## src/design/tcfsm_pkg.sv

```systemverilog
// types, codes and constants shared by the tcp client connection engine
`timescale 1ns / 1ps

package tcfsm_pkg;

   localparam int unsigned RX_BUFFER_BYTES = 8192;
   localparam int unsigned RX_FILL_W       = $clog2(RX_BUFFER_BYTES + 1);
   localparam logic [15:0] FIRST_PORT      = 16'd49152;
   localparam logic [15:0] MIN_HEADER      = 16'd20;

   localparam logic [7:0] FL_FIN = 8'h01;
   localparam logic [7:0] FL_SYN = 8'h02;
   localparam logic [7:0] FL_RST = 8'h04;
   localparam logic [7:0] FL_PSH = 8'h08;
   localparam logic [7:0] FL_ACK = 8'h10;

   typedef enum logic [2:0] {
      MODE_CONNECT = 3'd0,
      MODE_SEND    = 3'd1,
      MODE_CLOSE   = 3'd2,
      MODE_TIMEOUT = 3'd3,
      MODE_CONSUME = 3'd4,
      MODE_SEGMENT = 3'd5
   } mode_type;

   typedef enum logic [2:0] {
      ST_CLOSED      = 3'd0,
      ST_SYN_SENT    = 3'd1,
      ST_ESTABLISHED = 3'd2,
      ST_CLOSE_WAIT  = 3'd3,
      ST_FIN_WAIT    = 3'd4
   } link_state_type;

   // request tdata layout, lowest field last
   typedef struct packed {
      logic [3:0]  pad;
      logic [15:0] item_length;
      logic [7:0]  segment_flags;
      logic [3:0]  header_words;
      logic [31:0] seq_value;
      logic [15:0] segment_dst_port;
      logic [15:0] peer_port;
      logic [31:0] peer_ip;
   } item_type;

   typedef struct packed {
      mode_type mode;
      item_type item;
   } event_type;

   // response tdata layout, lowest field last
   typedef struct packed {
      logic [3:0]  pad;
      logic [15:0] taken_bytes;
      logic        status;
      logic [2:0]  conn_state;
      logic [31:0] out_peer_ip;
      logic [15:0] out_dst_port;
      logic [15:0] out_src_port;
      logic [31:0] out_ack;
      logic [31:0] out_seq;
      logic [7:0]  out_flags;
   } rsp_body_type;

   typedef struct packed {
      logic         emit_segment;
      rsp_body_type body;
   } result_type;

endpackage

```

## src/design/tcp_client_connection_fsm_unit.sv

```systemverilog
// top level of the single-connection tcp client engine with stream handshakes
`timescale 1ns / 1ps

// channel | direction | tdata                         | tuser
// req     | in        | 128 bits, event fields        | 3 bits, mode
// rsp     | out       | 160 bits, header and status   | 1 bit, emit_segment
//
// one event per clock while rsp is not stalled; a req transfer loads the event register, then the result register
// the event register feeds the engine, the result register holds its answer
// connection state updates as an event moves into the result register
// reset clears both valid flags and all connection state
// while rsp is stalled one more event is held in the event register

module tcp_client_connection_fsm_unit (
   input  logic         clock,
   input  logic         reset,
   input  logic         req_tvalid,
   output logic         req_tready,
   // peer_ip, peer_port, segment_dst_port, seq_value, header_words,
   // segment_flags, item_length, zero pad
   input  logic [127:0] req_tdata,
   // mode
   input  logic [2:0]   req_tuser,
   output logic         rsp_tvalid,
   input  logic         rsp_tready,
   // out_flags, out_seq, out_ack, out_src_port, out_dst_port, out_peer_ip,
   // conn_state, status, taken_bytes, zero pad
   output logic [159:0] rsp_tdata,
   // emit_segment
   output logic [0:0]   rsp_tuser
);

   logic                  evt_valid_ff, evt_valid_in;
   tcfsm_pkg::event_type  evt_ff;
   logic                  rsp_valid_ff, rsp_valid_in;
   tcfsm_pkg::result_type rsp_ff;
   tcfsm_pkg::result_type result;
   logic                  advance;
   logic                  req_xfer;

   assign advance      = evt_valid_ff && (!rsp_valid_ff || rsp_tready);
   assign req_tready   = !evt_valid_ff || advance;
   assign req_xfer     = req_tvalid && req_tready;
   assign evt_valid_in = req_xfer || (evt_valid_ff && !advance);
   assign rsp_valid_in = advance || (rsp_valid_ff && !rsp_tready);

   always_ff @(posedge clock) begin
      if (reset) begin
         evt_valid_ff <= 1'b0;
         rsp_valid_ff <= 1'b0;
      end else begin
         evt_valid_ff <= evt_valid_in;
         rsp_valid_ff <= rsp_valid_in;
      end
   end

   always_ff @(posedge clock) begin
      if (req_xfer) begin
         evt_ff.mode <= tcfsm_pkg::mode_type'(req_tuser);
         evt_ff.item <= tcfsm_pkg::item_type'(req_tdata);
      end
      if (advance) begin
         rsp_ff <= result;
      end
   end

   tcfsm_engine u_engine (
      .clock  (clock),
      .reset  (reset),
      .step   (advance),
      .evt    (evt_ff),
      .result (result)
   );

   assign rsp_tvalid = rsp_valid_ff;
   assign rsp_tdata  = rsp_ff.body;
   assign rsp_tuser  = rsp_ff.emit_segment;

   a_ready_only_when_full: assert property (@(posedge clock) disable iff (reset)
      !req_tready |-> evt_valid_ff && rsp_valid_ff && !rsp_tready)
      else $error("input stalled while a register was free");

endmodule

```

## src/design/tcfsm_engine.sv

```systemverilog
// connection state registers and the per-event next state and result logic
`timescale 1ns / 1ps

module tcfsm_engine (
   input  logic                  clock,
   input  logic                  reset,
   input  logic                  step,
   input  tcfsm_pkg::event_type  evt,
   output tcfsm_pkg::result_type result
);

   tcfsm_pkg::link_state_type link_state_ff, link_state_in;
   logic                                active_ff, active_in;
   logic [15:0]                         next_port_ff, next_port_in;
   logic [15:0]                         local_port_ff, local_port_in;
   logic [31:0]                         remote_ip_ff, remote_ip_in;
   logic [15:0]                         remote_port_ff, remote_port_in;
   logic [31:0]                         send_seq_ff, send_seq_in;
   logic [31:0]                         recv_ack_ff, recv_ack_in;
   logic [tcfsm_pkg::RX_FILL_W-1:0]     rx_fill_ff, rx_fill_in;

   always_ff @(posedge clock) begin
      if (reset) begin
         link_state_ff  <= tcfsm_pkg::ST_CLOSED;
         active_ff      <= 1'b0;
         next_port_ff   <= tcfsm_pkg::FIRST_PORT;
         local_port_ff  <= '0;
         remote_ip_ff   <= '0;
         remote_port_ff <= '0;
         send_seq_ff    <= '0;
         recv_ack_ff    <= '0;
         rx_fill_ff     <= '0;
      end else if (step) begin
         link_state_ff  <= link_state_in;
         active_ff      <= active_in;
         next_port_ff   <= next_port_in;
         local_port_ff  <= local_port_in;
         remote_ip_ff   <= remote_ip_in;
         remote_port_ff <= remote_port_in;
         send_seq_ff    <= send_seq_in;
         recv_ack_ff    <= recv_ack_in;
         rx_fill_ff     <= rx_fill_in;
      end
   end

   logic        ok;
   logic        emit;
   logic [7:0]  hdr_flags;
   logic [15:0] taken;
   logic        hdr_old_seq;
   logic [5:0]  off;
   logic [15:0] plen;
   logic [16:0] fill_sum;
   logic [15:0] fill_ext;
   logic [15:0] grab;
   logic        seg_match;

   always_comb begin
      link_state_in  = link_state_ff;
      active_in      = active_ff;
      next_port_in   = next_port_ff;
      local_port_in  = local_port_ff;
      remote_ip_in   = remote_ip_ff;
      remote_port_in = remote_port_ff;
      send_seq_in    = send_seq_ff;
      recv_ack_in    = recv_ack_ff;
      rx_fill_in     = rx_fill_ff;
      ok             = 1'b0;
      emit           = 1'b0;
      hdr_flags      = '0;
      taken          = '0;
      hdr_old_seq    = 1'b0;

      off       = {evt.item.header_words, 2'b00};
      plen      = evt.item.item_length - 16'(off);
      fill_sum  = 17'(rx_fill_ff) + 17'(plen);
      fill_ext  = 16'(rx_fill_ff);
      grab      = (fill_ext < evt.item.item_length) ? fill_ext : evt.item.item_length;
      seg_match = (evt.item.item_length >= tcfsm_pkg::MIN_HEADER) && active_ff &&
                  (evt.item.peer_ip == remote_ip_ff) &&
                  (evt.item.peer_port == remote_port_ff) &&
                  (evt.item.segment_dst_port == local_port_ff);

      unique case (evt.mode)
         tcfsm_pkg::MODE_CONNECT: begin
            remote_ip_in   = evt.item.peer_ip;
            remote_port_in = evt.item.peer_port;
            local_port_in  = next_port_ff;
            next_port_in   = next_port_ff + 16'd1;
            send_seq_in    = evt.item.seq_value | 32'd1;
            recv_ack_in    = '0;
            rx_fill_in     = '0;
            link_state_in  = tcfsm_pkg::ST_SYN_SENT;
            active_in      = 1'b1;
            emit           = 1'b1;
            hdr_flags      = tcfsm_pkg::FL_SYN;
            ok             = 1'b1;
         end
         tcfsm_pkg::MODE_SEND: begin
            if (link_state_ff == tcfsm_pkg::ST_ESTABLISHED) begin
               emit        = 1'b1;
               hdr_flags   = tcfsm_pkg::FL_PSH | tcfsm_pkg::FL_ACK;
               hdr_old_seq = 1'b1;
               send_seq_in = send_seq_ff + 32'(evt.item.item_length);
               taken       = evt.item.item_length;
               ok          = 1'b1;
            end
         end
         tcfsm_pkg::MODE_CLOSE: begin
            ok = 1'b1;
            if (link_state_ff == tcfsm_pkg::ST_ESTABLISHED) begin
               link_state_in = tcfsm_pkg::ST_FIN_WAIT;
               emit          = 1'b1;
               hdr_flags     = tcfsm_pkg::FL_FIN | tcfsm_pkg::FL_ACK;
               hdr_old_seq   = 1'b1;
               send_seq_in   = send_seq_ff + 32'd1;
            end else begin
               link_state_in = tcfsm_pkg::ST_CLOSED;
               active_in     = 1'b0;
            end
         end
         tcfsm_pkg::MODE_TIMEOUT: begin
            if (link_state_ff == tcfsm_pkg::ST_SYN_SENT) begin
               link_state_in = tcfsm_pkg::ST_CLOSED;
               ok            = 1'b1;
            end else if (link_state_ff == tcfsm_pkg::ST_FIN_WAIT) begin
               link_state_in = tcfsm_pkg::ST_CLOSED;
               active_in     = 1'b0;
               ok            = 1'b1;
            end
         end
         tcfsm_pkg::MODE_CONSUME: begin
            if (grab != 16'd0) begin
               rx_fill_in = rx_fill_ff - grab[tcfsm_pkg::RX_FILL_W-1:0];
               taken      = grab;
               ok         = 1'b1;
            end
         end
         tcfsm_pkg::MODE_SEGMENT: begin
            if (seg_match) begin
               priority if ((evt.item.segment_flags & tcfsm_pkg::FL_RST) != 8'd0) begin
                  link_state_in = tcfsm_pkg::ST_CLOSED;
                  ok            = 1'b1;
               end else if (link_state_ff == tcfsm_pkg::ST_SYN_SENT) begin
                  if ((evt.item.segment_flags & (tcfsm_pkg::FL_SYN | tcfsm_pkg::FL_ACK)) ==
                      (tcfsm_pkg::FL_SYN | tcfsm_pkg::FL_ACK)) begin
                     recv_ack_in   = evt.item.seq_value + 32'd1;
                     send_seq_in   = send_seq_ff + 32'd1;
                     link_state_in = tcfsm_pkg::ST_ESTABLISHED;
                     emit          = 1'b1;
                     hdr_flags     = tcfsm_pkg::FL_ACK;
                     ok            = 1'b1;
                  end
               end else if (link_state_ff == tcfsm_pkg::ST_ESTABLISHED) begin
                  if ((evt.item.segment_flags & tcfsm_pkg::FL_FIN) != 8'd0) begin
                     recv_ack_in   = evt.item.seq_value + 32'd1;
                     link_state_in = tcfsm_pkg::ST_CLOSE_WAIT;
                     emit          = 1'b1;
                     hdr_flags     = tcfsm_pkg::FL_ACK;
                     ok            = 1'b1;
                  end else if ((16'(off) < evt.item.item_length) &&
                               (fill_sum <= 17'(tcfsm_pkg::RX_BUFFER_BYTES))) begin
                     rx_fill_in  = fill_sum[tcfsm_pkg::RX_FILL_W-1:0];
                     recv_ack_in = evt.item.seq_value + 32'(plen);
                     emit        = 1'b1;
                     hdr_flags   = tcfsm_pkg::FL_ACK;
                     taken       = plen;
                     ok          = 1'b1;
                  end
               end else if (link_state_ff == tcfsm_pkg::ST_FIN_WAIT) begin
                  if ((evt.item.segment_flags & tcfsm_pkg::FL_ACK) != 8'd0) begin
                     if ((evt.item.segment_flags & tcfsm_pkg::FL_FIN) != 8'd0) begin
                        recv_ack_in = evt.item.seq_value + 32'd1;
                        emit        = 1'b1;
                        hdr_flags   = tcfsm_pkg::FL_ACK;
                     end
                     link_state_in = tcfsm_pkg::ST_CLOSED;
                     active_in     = 1'b0;
                     ok            = 1'b1;
                  end
               end else begin
                  // closed after a timeout or a reset flag, or close wait: segment ignored
               end
            end
         end
         default: begin
         end
      endcase

      result                   = '0;
      result.emit_segment      = emit;
      result.body.conn_state   = link_state_in;
      result.body.status       = ~ok;
      result.body.taken_bytes  = taken;
      if (emit) begin
         result.body.out_flags    = hdr_flags;
         result.body.out_seq      = hdr_old_seq ? send_seq_ff : send_seq_in;
         result.body.out_ack      = recv_ack_in;
         result.body.out_src_port = local_port_in;
         result.body.out_dst_port = remote_port_in;
         result.body.out_peer_ip  = remote_ip_in;
      end
   end

   a_connect_syn_sent: assert property (@(posedge clock) disable iff (reset)
      step && evt.mode == tcfsm_pkg::MODE_CONNECT |=>
         link_state_ff == tcfsm_pkg::ST_SYN_SENT && active_ff)
      else $error("connect did not open the link");

   a_fill_limit: assert property (@(posedge clock) disable iff (reset)
      32'(rx_fill_ff) <= tcfsm_pkg::RX_BUFFER_BYTES)
      else $error("receive fill above buffer size");

   a_inactive_closed: assert property (@(posedge clock) disable iff (reset)
      !active_ff |-> link_state_ff == tcfsm_pkg::ST_CLOSED)
      else $error("inactive connection not closed");

   a_hold_without_step: assert property (@(posedge clock) disable iff (reset)
      !step |=> $stable(link_state_ff) && $stable(rx_fill_ff) && $stable(send_seq_ff))
      else $error("connection state moved without an event");

endmodule

```

## config.mk

```make
export PLATFORM = sky130hd
export DESIGN_NAME = tcp_client_connection_fsm_unit
export DESIGN_NICKNAME = d
export VERILOG_FILES = /design/src/design/tcfsm_pkg.sv /design/src/design/tcp_client_connection_fsm_unit.sv /design/src/design/tcfsm_engine.sv
export SDC_FILE = /design/constraint.sdc
export NUM_CORES = 1
export LEC_CHECK = 0
export ABC_AREA = 0
export BUFFER_PORTS_ARGS = -buffer_cell sky130_fd_sc_hd__buf_2
export CAP_MARGIN = 20
export CORE_MARGIN = 5
export CORE_UTILIZATION = 30
export CTS_BUF_LIST = sky130_fd_sc_hd__clkbuf_2
export CTS_CLUSTER_DIAMETER = 80
export DETAILED_ROUTE_END_ITERATION = 7
export PLACE_DENSITY = 0.57
export SYNTH_ARGS = -nofsm -noshare
export SYNTH_HDL_FRONTEND = slang
export SYNTH_HIERARCHICAL = 1
export SYNTH_SLANG_ARGS = --single-unit
```

## constraint.sdc

```tcl
create_clock -name clock -period 6 [get_ports clock]
set_input_delay 0.6 -clock clock [delete_from_list [all_inputs] [get_ports clock]]
set_output_delay 0.6 -clock clock [all_outputs]
set_load 0.1 [all_outputs]
```

### Yosys cells after proc, flatten, opt, wreduce, memory -nomap -nowiden

Index checks and enable logic that the tools add are counted.

| storage, ports and cells | value |
|---|---|
| flip-flop bits (word level) | 445 |
| bits in latches | 0 |
| RAM bits | 0 |
| ROM bits | 0 |
| bits of input ports | 135 |
| output and inout port bits | 163 |
| word-level logic and storage cells | 191 |
| memories kept | 0 |

| operators by class | value |
|---|---|
| add/subtract/negate cells | 8 |
| multiply operators | 0 |
| divide/modulo/power cells | 0 |
| order comparisons | 4 |
| equal/unequal tests | 25 |
| shift-type cells | 0 |
| multiplexer cells | 98 |
| bitwise gates (word level) | 1 |
| reductions and logical operators | 26 |

Operators by type and width:

| kind | count |
|---|---|
| $mux 32 | 18 |
| $mux 16 | 11 |
| $pmux 32 s4 | 1 |
| $mux 14 | 7 |
| $add 32x1->32 const B | 2 |
| $add 32x16->32 | 2 |
| $pmux 32 s2 | 1 |
| $pmux 16 s3 | 1 |
| $pmux 14 s3 | 1 |
| $mux 8 | 5 |
| $mux 5 | 7 |
| $mux 3 | 11 |
| $eq 16x16->1 | 2 |
| $eq 32x32->1 | 1 |
| $pmux 8 s4 | 1 |
| $mux 1 | 30 |
| $add 14x16->17 | 1 |
| $le 17x14->1 const B | 1 |
| $add 16x1->16 const B | 1 |
| $ge 16x5->1 const B | 1 |
| $lt 14x16->1 | 1 |
| $lt 6x16->1 | 1 |
| $reduce_bool 16->1 | 1 |
| $sub 16x6->16 | 1 |
| 22 further kinds | 53 |

### Logic depth before layout (Yosys ltp)

Gate-level depths: netlist of the first run.

| depth | value |
|---|---|
| word-level depth | 12 |
| mapped depth | 24 |
| depth with buffers taken out | 22 |

### Modules after synthesis

Netlist of the first run, hierarchy kept.

Modules (own cells, without submodules):

| module | instances | cells an instance | area an instance (um^2) | seq. area each (um^2) |
|---|---|---|---|---|
| tcfsm_engine | 1 | 2737 | 18575.3 | 3243.1 |
| tcp_client_connection_fsm_unit | 1 | 302 | 8872.3 | 8808.4 |

### Worst setup path after synthesis of the first run

OpenSTA, ideal clock, no wires.

| timing path | value |
|---|---|
| kind | register -> register |
| start | reg evt_ff[110] in the netlist's numbering |
| end | reg rsp_ff (netlist bit rsp_tdata[58]), data pin |
| library setup time | 262 ps |
| arrival time | 4880 ps |
| required time | 5738 ps |
| path slack | 858 ps |
| cell stages (with the launch flop) | 21 |
| buffers on the path | 3 |
| period minus slack after synthesis | 5142 ps |
| cells stage by stage | edfxtp_1 inv_1 ha_1 fa_1 nand2b_1 a21oi_1 xnor2_1 ha_1 buf_2 or3b_2 o311a_1 nand3_1 or4b_1 a2111o_1 o41a_1 buf_4 buf_2 nor4_1 o22ai_1 a211oi_1 nor4_1 |

| between the ends | value |
|---|---|
| cells in the longest elaborated chain, start to end | 11 |
| elaborated cells on any way between the ends | 25 |
| classes of those cells | add/sub (3); order compare (3); mux (14); reduce/logical (5) |

Ends and longest elaborated chain:

| what | line | RTL |
|---|---|---|
| start: declaration | tcp_client_connection_fsm_unit.sv:34 | `tcfsm_pkg::event_type evt_ff;` |
| $sub 16x6->16 | tcfsm_engine.sv:75 | `plen = evt.item.item_length - 16'(off);` |
| $add 14x16->17 | tcfsm_engine.sv:76 | `fill_sum = 17'(rx_fill_ff) + 17'(plen);` |
| $le 17x14->1 | tcfsm_engine.sv:162 | `(fill_sum <= 17'(tcfsm_pkg::RX_BUFFER_BYTES))) begin` |
| $logic_and 1x1->1 | tcfsm_engine.sv:161 | `end else if ((16'(off) < evt.item.item_length) &&` |
| $mux 1 or $mux 32 (tied branches) | tcfsm_engine.sv:161 |  |
| $mux 1 or $mux 32 (tied branches) | tcfsm_engine.sv:155 | `if ((evt.item.segment_flags & tcfsm_pkg::FL_FIN) != 8'd0) begin` |
| $mux 1 or $mux 32 (tied branches) | tcfsm_engine.sv:154 | `end else if (link_state_ff == tcfsm_pkg::ST_ESTABLISHED) begin` |
| $mux 1 or $mux 32 (tied branches) | tcfsm_engine.sv:144 | `end else if (link_state_ff == tcfsm_pkg::ST_SYN_SENT) begin` |
| $mux 1 or $mux 32 (tied branches) | tcfsm_engine.sv:141 | `priority if ((evt.item.segment_flags & tcfsm_pkg::FL_RST) != 8'd0) begin` |
| $mux 1 or $mux 32 (tied branches) | tcfsm_engine.sv:140 | `if (seg_match) begin` |
| $pmux 1 s3 or $pmux 32 s2 (tied branches) | tcfsm_engine.sv:84 | `unique case (evt.mode)` |
| end signal: assignment | tcp_client_connection_fsm_unit.sv:63 | `rsp_ff <= result;` |
| end: declaration | tcp_client_connection_fsm_unit.sv:36 | `tcfsm_pkg::result_type rsp_ff;` |

Several ways; a longest one is shown, not always the timed one.
A chain may end at the register's enable or synchronous reset.

### Final worst setup path of the first run

| timing path | value |
|---|---|
| start | reg evt_ff[110] in the netlist's numbering |
| end | reg rsp_ff (netlist bit rsp_tdata[12]), data pin |

| between the ends | value |
|---|---|
| cells in the longest elaborated chain, start to end | 11 |
| elaborated cells on any way between the ends | 22 |
| classes of those cells | add/sub (3); order compare (3); mux (11); reduce/logical (5) |

Ends and longest elaborated chain:

| what | line |
|---|---|
| $sub 16x6->16 | tcfsm_engine.sv:75 |
| $add 14x16->17 | tcfsm_engine.sv:76 |
| $le 17x14->1 | tcfsm_engine.sv:162 |
| $logic_and 1x1->1 | tcfsm_engine.sv:161 |
| $mux 1 | tcfsm_engine.sv:161 |
| $mux 1 | tcfsm_engine.sv:155 |
| $mux 1 | tcfsm_engine.sv:154 |
| $mux 1 | tcfsm_engine.sv:144 |
| $mux 1 | tcfsm_engine.sv:141 |
| $mux 1 | tcfsm_engine.sv:140 |
| $pmux 1 s3 | tcfsm_engine.sv:84 |

Several ways; a longest one is shown, not always the timed one.

==> metrics.cfg, run 1 <==
[cts]
h-tree-depth=3
cts_buffer_depth=3
clk_pin_slew_ns=0.11
clk_latency_ns=1.40
cts_buffers=121
root_buffer=clkbuf_2
cts_tree=done
cts.sinks=448

[grt]
antenna_found_initial=10
grt_usage_pct=21.50
grt_overflow=0
grt_pass1_vias=25380
grt_first_pass_wirelength_mm=162.4
grt_max_degree=143

[detailed_routing]
drt_iter0_markers=3074
drc=0
drtPass1Iterations=6
vias=27070
wirelength_mm=109.7
routed_via_density=5.553
wl_per_cell_um=22.51
ant_nets=0

[placed_design]
placed_area_um2=30060
post-place-ws_ns=0.1363
port_buffers=289
post-dp-hpwl_mm=75.14
gp_congestion=0.9435

[power]
ir_drop_mv=0.1288
leakagePower_nw=12.33
pwr_density_cell_nw_per_um2=227.6

[worst_hold_path]
hp-class=input port to flip-flop

[worst_setup_path]
crit_chain=inv_1 -> ha_1 -> fa_1 -> nand2b_1 -> a21oi_1 -> buf_4 -> nor3_1 -> xnor2_1 -> buf_4 -> ha_1 -> nand2_1 -> a21oi_1 -> nand2_1 -> a311oi_1 -> buf_4 -> nand4b_1 -> nor4_2 -> o211ai_1 -> nand3_2 -> nor2_4 -> buf_12 -> nor3_1
endpoint_kind=flip-flop
cp_common_cell=buf_4
required_ns=6.99
r2r_slack_ns=0.29
crit_path_max_fanout=35
arrival_ns=6.70
path_class=flip-flop to flip-flop
slowest_stage=nor3_1
critPathBufInv=5
slowest_delay_ns=0.51
cp-start-kind=flip-flop
critical_path.top_delay_family=simple AND/OR/NAND/NOR gates

[die]
fp.coreArea_um2=90010
die_width_um=311.2
rows=110
io_pins=298
start_util_pct=30.23
dieArea_um2=96810
fp.dieH_um=311.2

[sta]
fin_tns_setup_ns=0
fin_skew_ns=0.2099
maxSlewHeadroom_pct=16.93
drv_slew=0
tightest_slew_ns=1.243
rsz0062_at_grt=no
period_needed_ns=5.713
hold_slack_ns=0.3149
fin_ws_ns=0.2867
hold_viol=0
timing.final.crit_share_pct=95.22
clock.fmax_mhz=175.0
setup_viol=0

[final_layout]
num-nets-final=3809
layout_common_cells=365 x nand2_1, 288 x buf_2, 284 x edfxtp_1
design_area_um2=33810
area_growth_pct=24.26
drive_above_1_share_pct=16.98
final_common_cell=nand2_1

[synth]
syn_avg_cell_area_um2=8.976
synth_warnings=6
postSynthCellCount=3031
synthesis.area_um2=27210

[run]
maxCapViolations=0

[run_status]
status=completed

[power by group]
group / internal (W) / switching, W
Combinational: 0.000579 / 0.00123
Sequential: 0.00341 / 0.000153
Clock: 0.000880 / 0.00145
[per-stage QoR]
stage / total power (W) / instances / utilization [%]
floorplan: 0.004763 / 3038 / -
global placement: 0.005266 / 4387 / 33.39
detailed placement: 0.005266 / 4388 / 33.39
CTS: 0.007782 / 4868 / 37.49
global route: 0.008085 / 4872 / 37.55
finish: 0.007695 / 4875 / 37.56
[per-layer routing]
metal | track usage [%] | wire, µm | vias up
met5 | 0 | 27 | -
met4 | 8.292 | 3810 | 4
met3 | 5.308 | 10590 | 231
met2 | 32.62 | 48180 | 1360
met1 | 29.60 | 47110 | 12970
li1 | - | - | 12510
[worst min-delay path, stage by stage]
cell and delay, ns:
dlygate4sd3_1 0.52, buf_2 0.11, and2_4 0.21
[flip-flops by register name, indices dropped and copies added (netlist names), 16 cells and up]
register                 flops
rsp_tdata                  160
evt_ff                     123
u_engine/recv_ack_ff        32
u_engine/remote_ip_ff       32
u_engine/send_seq_ff        32
u_engine/local_port_ff      16
u_engine/next_port_ff       16
u_engine/remote_port_ff     16
[layout make-up]
| class | instances | area, µm² |
|---|---|---|
| fillers | 9278 | 56200 |
| well taps | 1176 | 1471 |
| clock inverters | 45 | 244.0 |
| inverters | 63 | 236.5 |
| flip-flops and latches | 448 | 11810 |
| multi-input cells | 2330 | 14440 |
| diodes | 6 | 15.01 |
| repair buffers | 625 | 4676 |
| clock buffers | 182 | 910.9 |
[what timing repair did]
item | in CTS | in global routing
setup buffers | 0 | 1
gates resized for setup | 0 | 8
endpoints found under the hold margin | 274 | 0
setup endpoints to repair | 0 | 22
hold buffers | 253 | 0
[path summary, 6_finish.rpt]
check	from	endpoint	depth (start not counted)
max	evt_ff[110]$_DFFE_PP_	rsp_tdata[12]$_DFFE_PP_	22
min	req_tvalid	evt_ff[89]$_DFFE_PP_	3
max reg2reg	evt_ff[110]$_DFFE_PP_	rsp_tdata[12]$_DFFE_PP_	22
min reg2reg	u_engine/remote_ip_ff[22]$_SDFFE_PP0P_	u_engine/remote_ip_ff[22]$_SDFFE_PP0P_	2
Power figures use the tool's default switching activity.
==> run 2: changes to the inputs <==
- GPL_TIMING_DRIVEN: unset -> 0
==> metrics.cfg, run 2 (same netlist as run 1, synthesis figures left out) <==
[worst_setup_path]
endpoint_kind=flip-flop  ; unchanged
cp_common_cell=ha_1  ; was buf_4
required_ns=7.04  ; was 6.99 ns
path_class=flip-flop to flip-flop  ; unchanged
setup.worst_path.start=evt_ff[110]$_DFFE_PP_  ; unchanged
slowest_delay_ns=0.52  ; was 0.51 ns
r2r_cells=21  ; was 22
arrival_ns=6.96  ; was 6.70 ns
cp-start-kind=flip-flop  ; unchanged
rr_endpoint=rsp_tdata[68]$_DFFE_PP_  ; was rsp_tdata[12]$_DFFE_PP_
r2r_slack_ns=0.09  ; was 0.29 ns
critPathBufInv=4  ; was 5
crit_path_max_fanout=10  ; was 35
slowest_stage=nor3_2  ; was nor3_1
critical_path.top_delay_family=simple AND/OR/NAND/NOR gates  ; unchanged
crit_chain=inv_1 -> ha_1 -> fa_1 -> nand2b_1 -> a21oi_4 -> nor2_1 -> xnor2_2 -> buf_4 -> ha_1 -> clkbuf_1 -> nand2_1 -> o21ai_1 -> a21oi_1 -> o21a_1 -> o31a_2 -> nor2_4 -> nand2_2 -> buf_2 -> nor3_1 -> a311oi_1 -> nor3_2  ; was inv_1 -> ha_1 -> fa_1 -> nand2b_1 -> a21oi_1 -> buf_4 -> nor3_1 -> xnor2_1 -> buf_4 -> ha_1 -> nand2_1 -> a21oi_1 -> nand2_1 -> a311oi_1 -> buf_4 -> nand4b_1 -> nor4_2 -> o211ai_1 -> nand3_2 -> nor2_4 -> buf_12 -> nor3_1
r2r_start=evt_ff[110]$_DFFE_PP_  ; unchanged

[die]
io_pins=298  ; unchanged
fp.dieH_um=311.2  ; unchanged
die_width_um=311.2  ; unchanged
fp.coreArea_um2=90010  ; unchanged
start_util_pct=30.23  ; unchanged
rows=110  ; unchanged
dieArea_um2=96810  ; unchanged

[detailed_routing]
routed_via_density=5.709  ; was 5.553
wirelength_mm=128.3  ; was 109.7 mm
drtPass1Iterations=8  ; was 6
wl_per_cell_um=25.52  ; was 22.51 µm
drc=0  ; unchanged
drt_iter0_markers=3887  ; was 3074
ant_nets=0  ; unchanged
vias=28690  ; was 27070

[grt]
grt_usage_pct=25.28  ; was 21.50%
grt_first_pass_wirelength_mm=183.4  ; was 162.4 mm
grt_overflow=0  ; unchanged
grt_pass1_vias=27070  ; was 25380
antenna_found_initial=8  ; was 10
grt_max_degree=61  ; was 143

[final_layout]
final_common_cell=nand2_1  ; unchanged
fillers=9262  ; was 9278
drive_above_1_share_pct=16.81  ; was 16.98%
finalNonFillerCells=5025  ; was 4875
layout_common_cells=363 x nand2_1, 306 x buf_2, 284 x edfxtp_1  ; was 365 x nand2_1, 288 x buf_2, 284 x edfxtp_1
design_area_um2=34550  ; was 33810 µm²
largest_reg_flops=160  ; unchanged
num-nets-final=3958  ; was 3809
final_core_utilization_pct=38.39  ; was 37.56%
area_growth_pct=27.00  ; was 24.26%

[power]
ir_drop_mv=0.1567  ; was 0.1288 mV
power_w=0.007960  ; was 0.007695 W
pwr_density_cell_nw_per_um2=230.4  ; was 227.6 nW/µm²
leakagePower_nw=12.56  ; was 12.33 nW

[cts]
clk_latency_ns=1.47  ; was 1.40 ns
cts_tree=done  ; unchanged
h-tree-depth=4  ; was 3
clk_pin_slew_ns=0.10  ; was 0.11 ns
cts_buffers=131  ; was 121
cts_buffer_depth=3  ; unchanged
cts.sinks=448  ; unchanged
root_buffer=clkbuf_2  ; unchanged

[placed_design]
placed_area_um2=30350  ; was 30060 µm²
post-dp-hpwl_mm=93.26  ; was 75.14 mm
gp_congestion=1.003  ; was 0.9435
place_inst=4512  ; was 4388
port_buffers=289  ; unchanged

[sta]
setup_viol=0  ; unchanged
tightest_slew_ns=1.198  ; was 1.243 ns
fin_skew_ns=0.1881  ; was 0.2099 ns
fin_tns_setup_ns=0  ; unchanged
maxSlewHeadroom_pct=20.14  ; was 16.93%
timing.final.crit_share_pct=98.52  ; was 95.22%
period_needed_ns=5.911  ; was 5.713 ns
hold_viol=0  ; unchanged
drv_slew=0  ; unchanged
clock.fmax_mhz=169.2  ; was 175.0 MHz
rsz0062_at_grt=yes  ; was no

[run]
maxCapViolations=0  ; unchanged

[worst_hold_path]
hold_depth=3  ; unchanged
whs_endpoint=evt_ff[48]$_DFFE_PP_  ; was evt_ff[89]$_DFFE_PP_
hp-class=input port to flip-flop  ; unchanged
worstHoldStart=req_tvalid  ; unchanged

[run_status]
status=completed  ; unchanged

[run 2: power breakdown]
part | switching [W] | internal [W]
logic | 0.00134 | 0.000599
clock network | 0.00147 | 0.00101
registers | 0.000132 | 0.00341
total | 0.00295 | 0.00501
[run 2: stage by stage]
step | hold slack, ns | worst slack [ns]
detailed placement | 0.4718 | -1.980
floorplan | 0.4568 | 0.8580
CTS | 0.1753 | 0.008568
finish | 0.3800 | 0.08850
global placement | 0.4680 | -1.983
global route | 0.2416 | -0.03805
[run 2: layout make-up]
cell class / count / area, µm² / area share, %
multi-input combinational: 2330 / 14630 / 42.35
sequential: 448 / 11810 / 34.18
timing repair buffer: 568 / 4285 / 12.40
tap: 1176 / 1471 / 4.258
clock buffer: 194 / 970.9 / 2.810
buffer: 196 / 843.3 / 2.441
clock inverter: 43 / 284.0 / 0.8220
inverter: 63 / 236.5 / 0.6844
antenna: 7 / 17.52 / 0.05070
[run 2: metal layers]
metal | track usage [%] | up-vias | wire, µm
met2 | 37.49 | 1706 | 54720
met5 | 0 | - | 13
met3 | 7.826 | 343 | 14210
li1 | - | 12830 | -
met1 | 33.96 | 13810 | 53380
met4 | 11.15 | 2 | 5933
[run 2: timing repair]
action / 4_1_cts / 5_1_grt
hold endpoints to repair: 234 / 0
setup endpoints to repair: 191 / 163
hold buffers: 252 / 0
gates resized for setup: 41 / 16
buffers inserted: 6 / 11
pin swaps: 3 / 4
[run 2: worst max-delay path by stage]
stage | end | slack, ns | cells past startpoint
finish | rsp_tdata[68]$_DFFE_PP_ | 0.09 | 21
global route | rsp_tdata[58]$_DFFE_PP_ | -0.04 | 19
CTS | rsp_tdata[54]$_DFFE_PP_ | 0.009 | 19
detailed placement | rsp_tdata[42]$_DFFE_PP_ | -1.98 | 19
global placement | rsp_tdata[42]$_DFFE_PP_ | -1.98 | 20
floorplan | rsp_tdata[58]$_DFFE_PP_ | 0.86 | 20
[run 2: worst reg2reg max path: stages, from the launching register on]
cell and delay, ns:
edfxtp_1 0.42, inv_1 0.09, ha_1 0.21, fa_1 0.40, nand2b_1 0.20, a21oi_4 0.30
nor2_1 0.12, xnor2_2 0.15, buf_4 0.18, ha_1 0.27, clkbuf_1 0.28, nand2_1 0.16
o21ai_1 0.28, a21oi_1 0.16, o21a_1 0.18, o31a_2 0.46, nor2_4 0.24, nand2_2 0.21
buf_2 0.30, nor3_1 0.38, a311oi_1 0.14, nor3_2 0.53
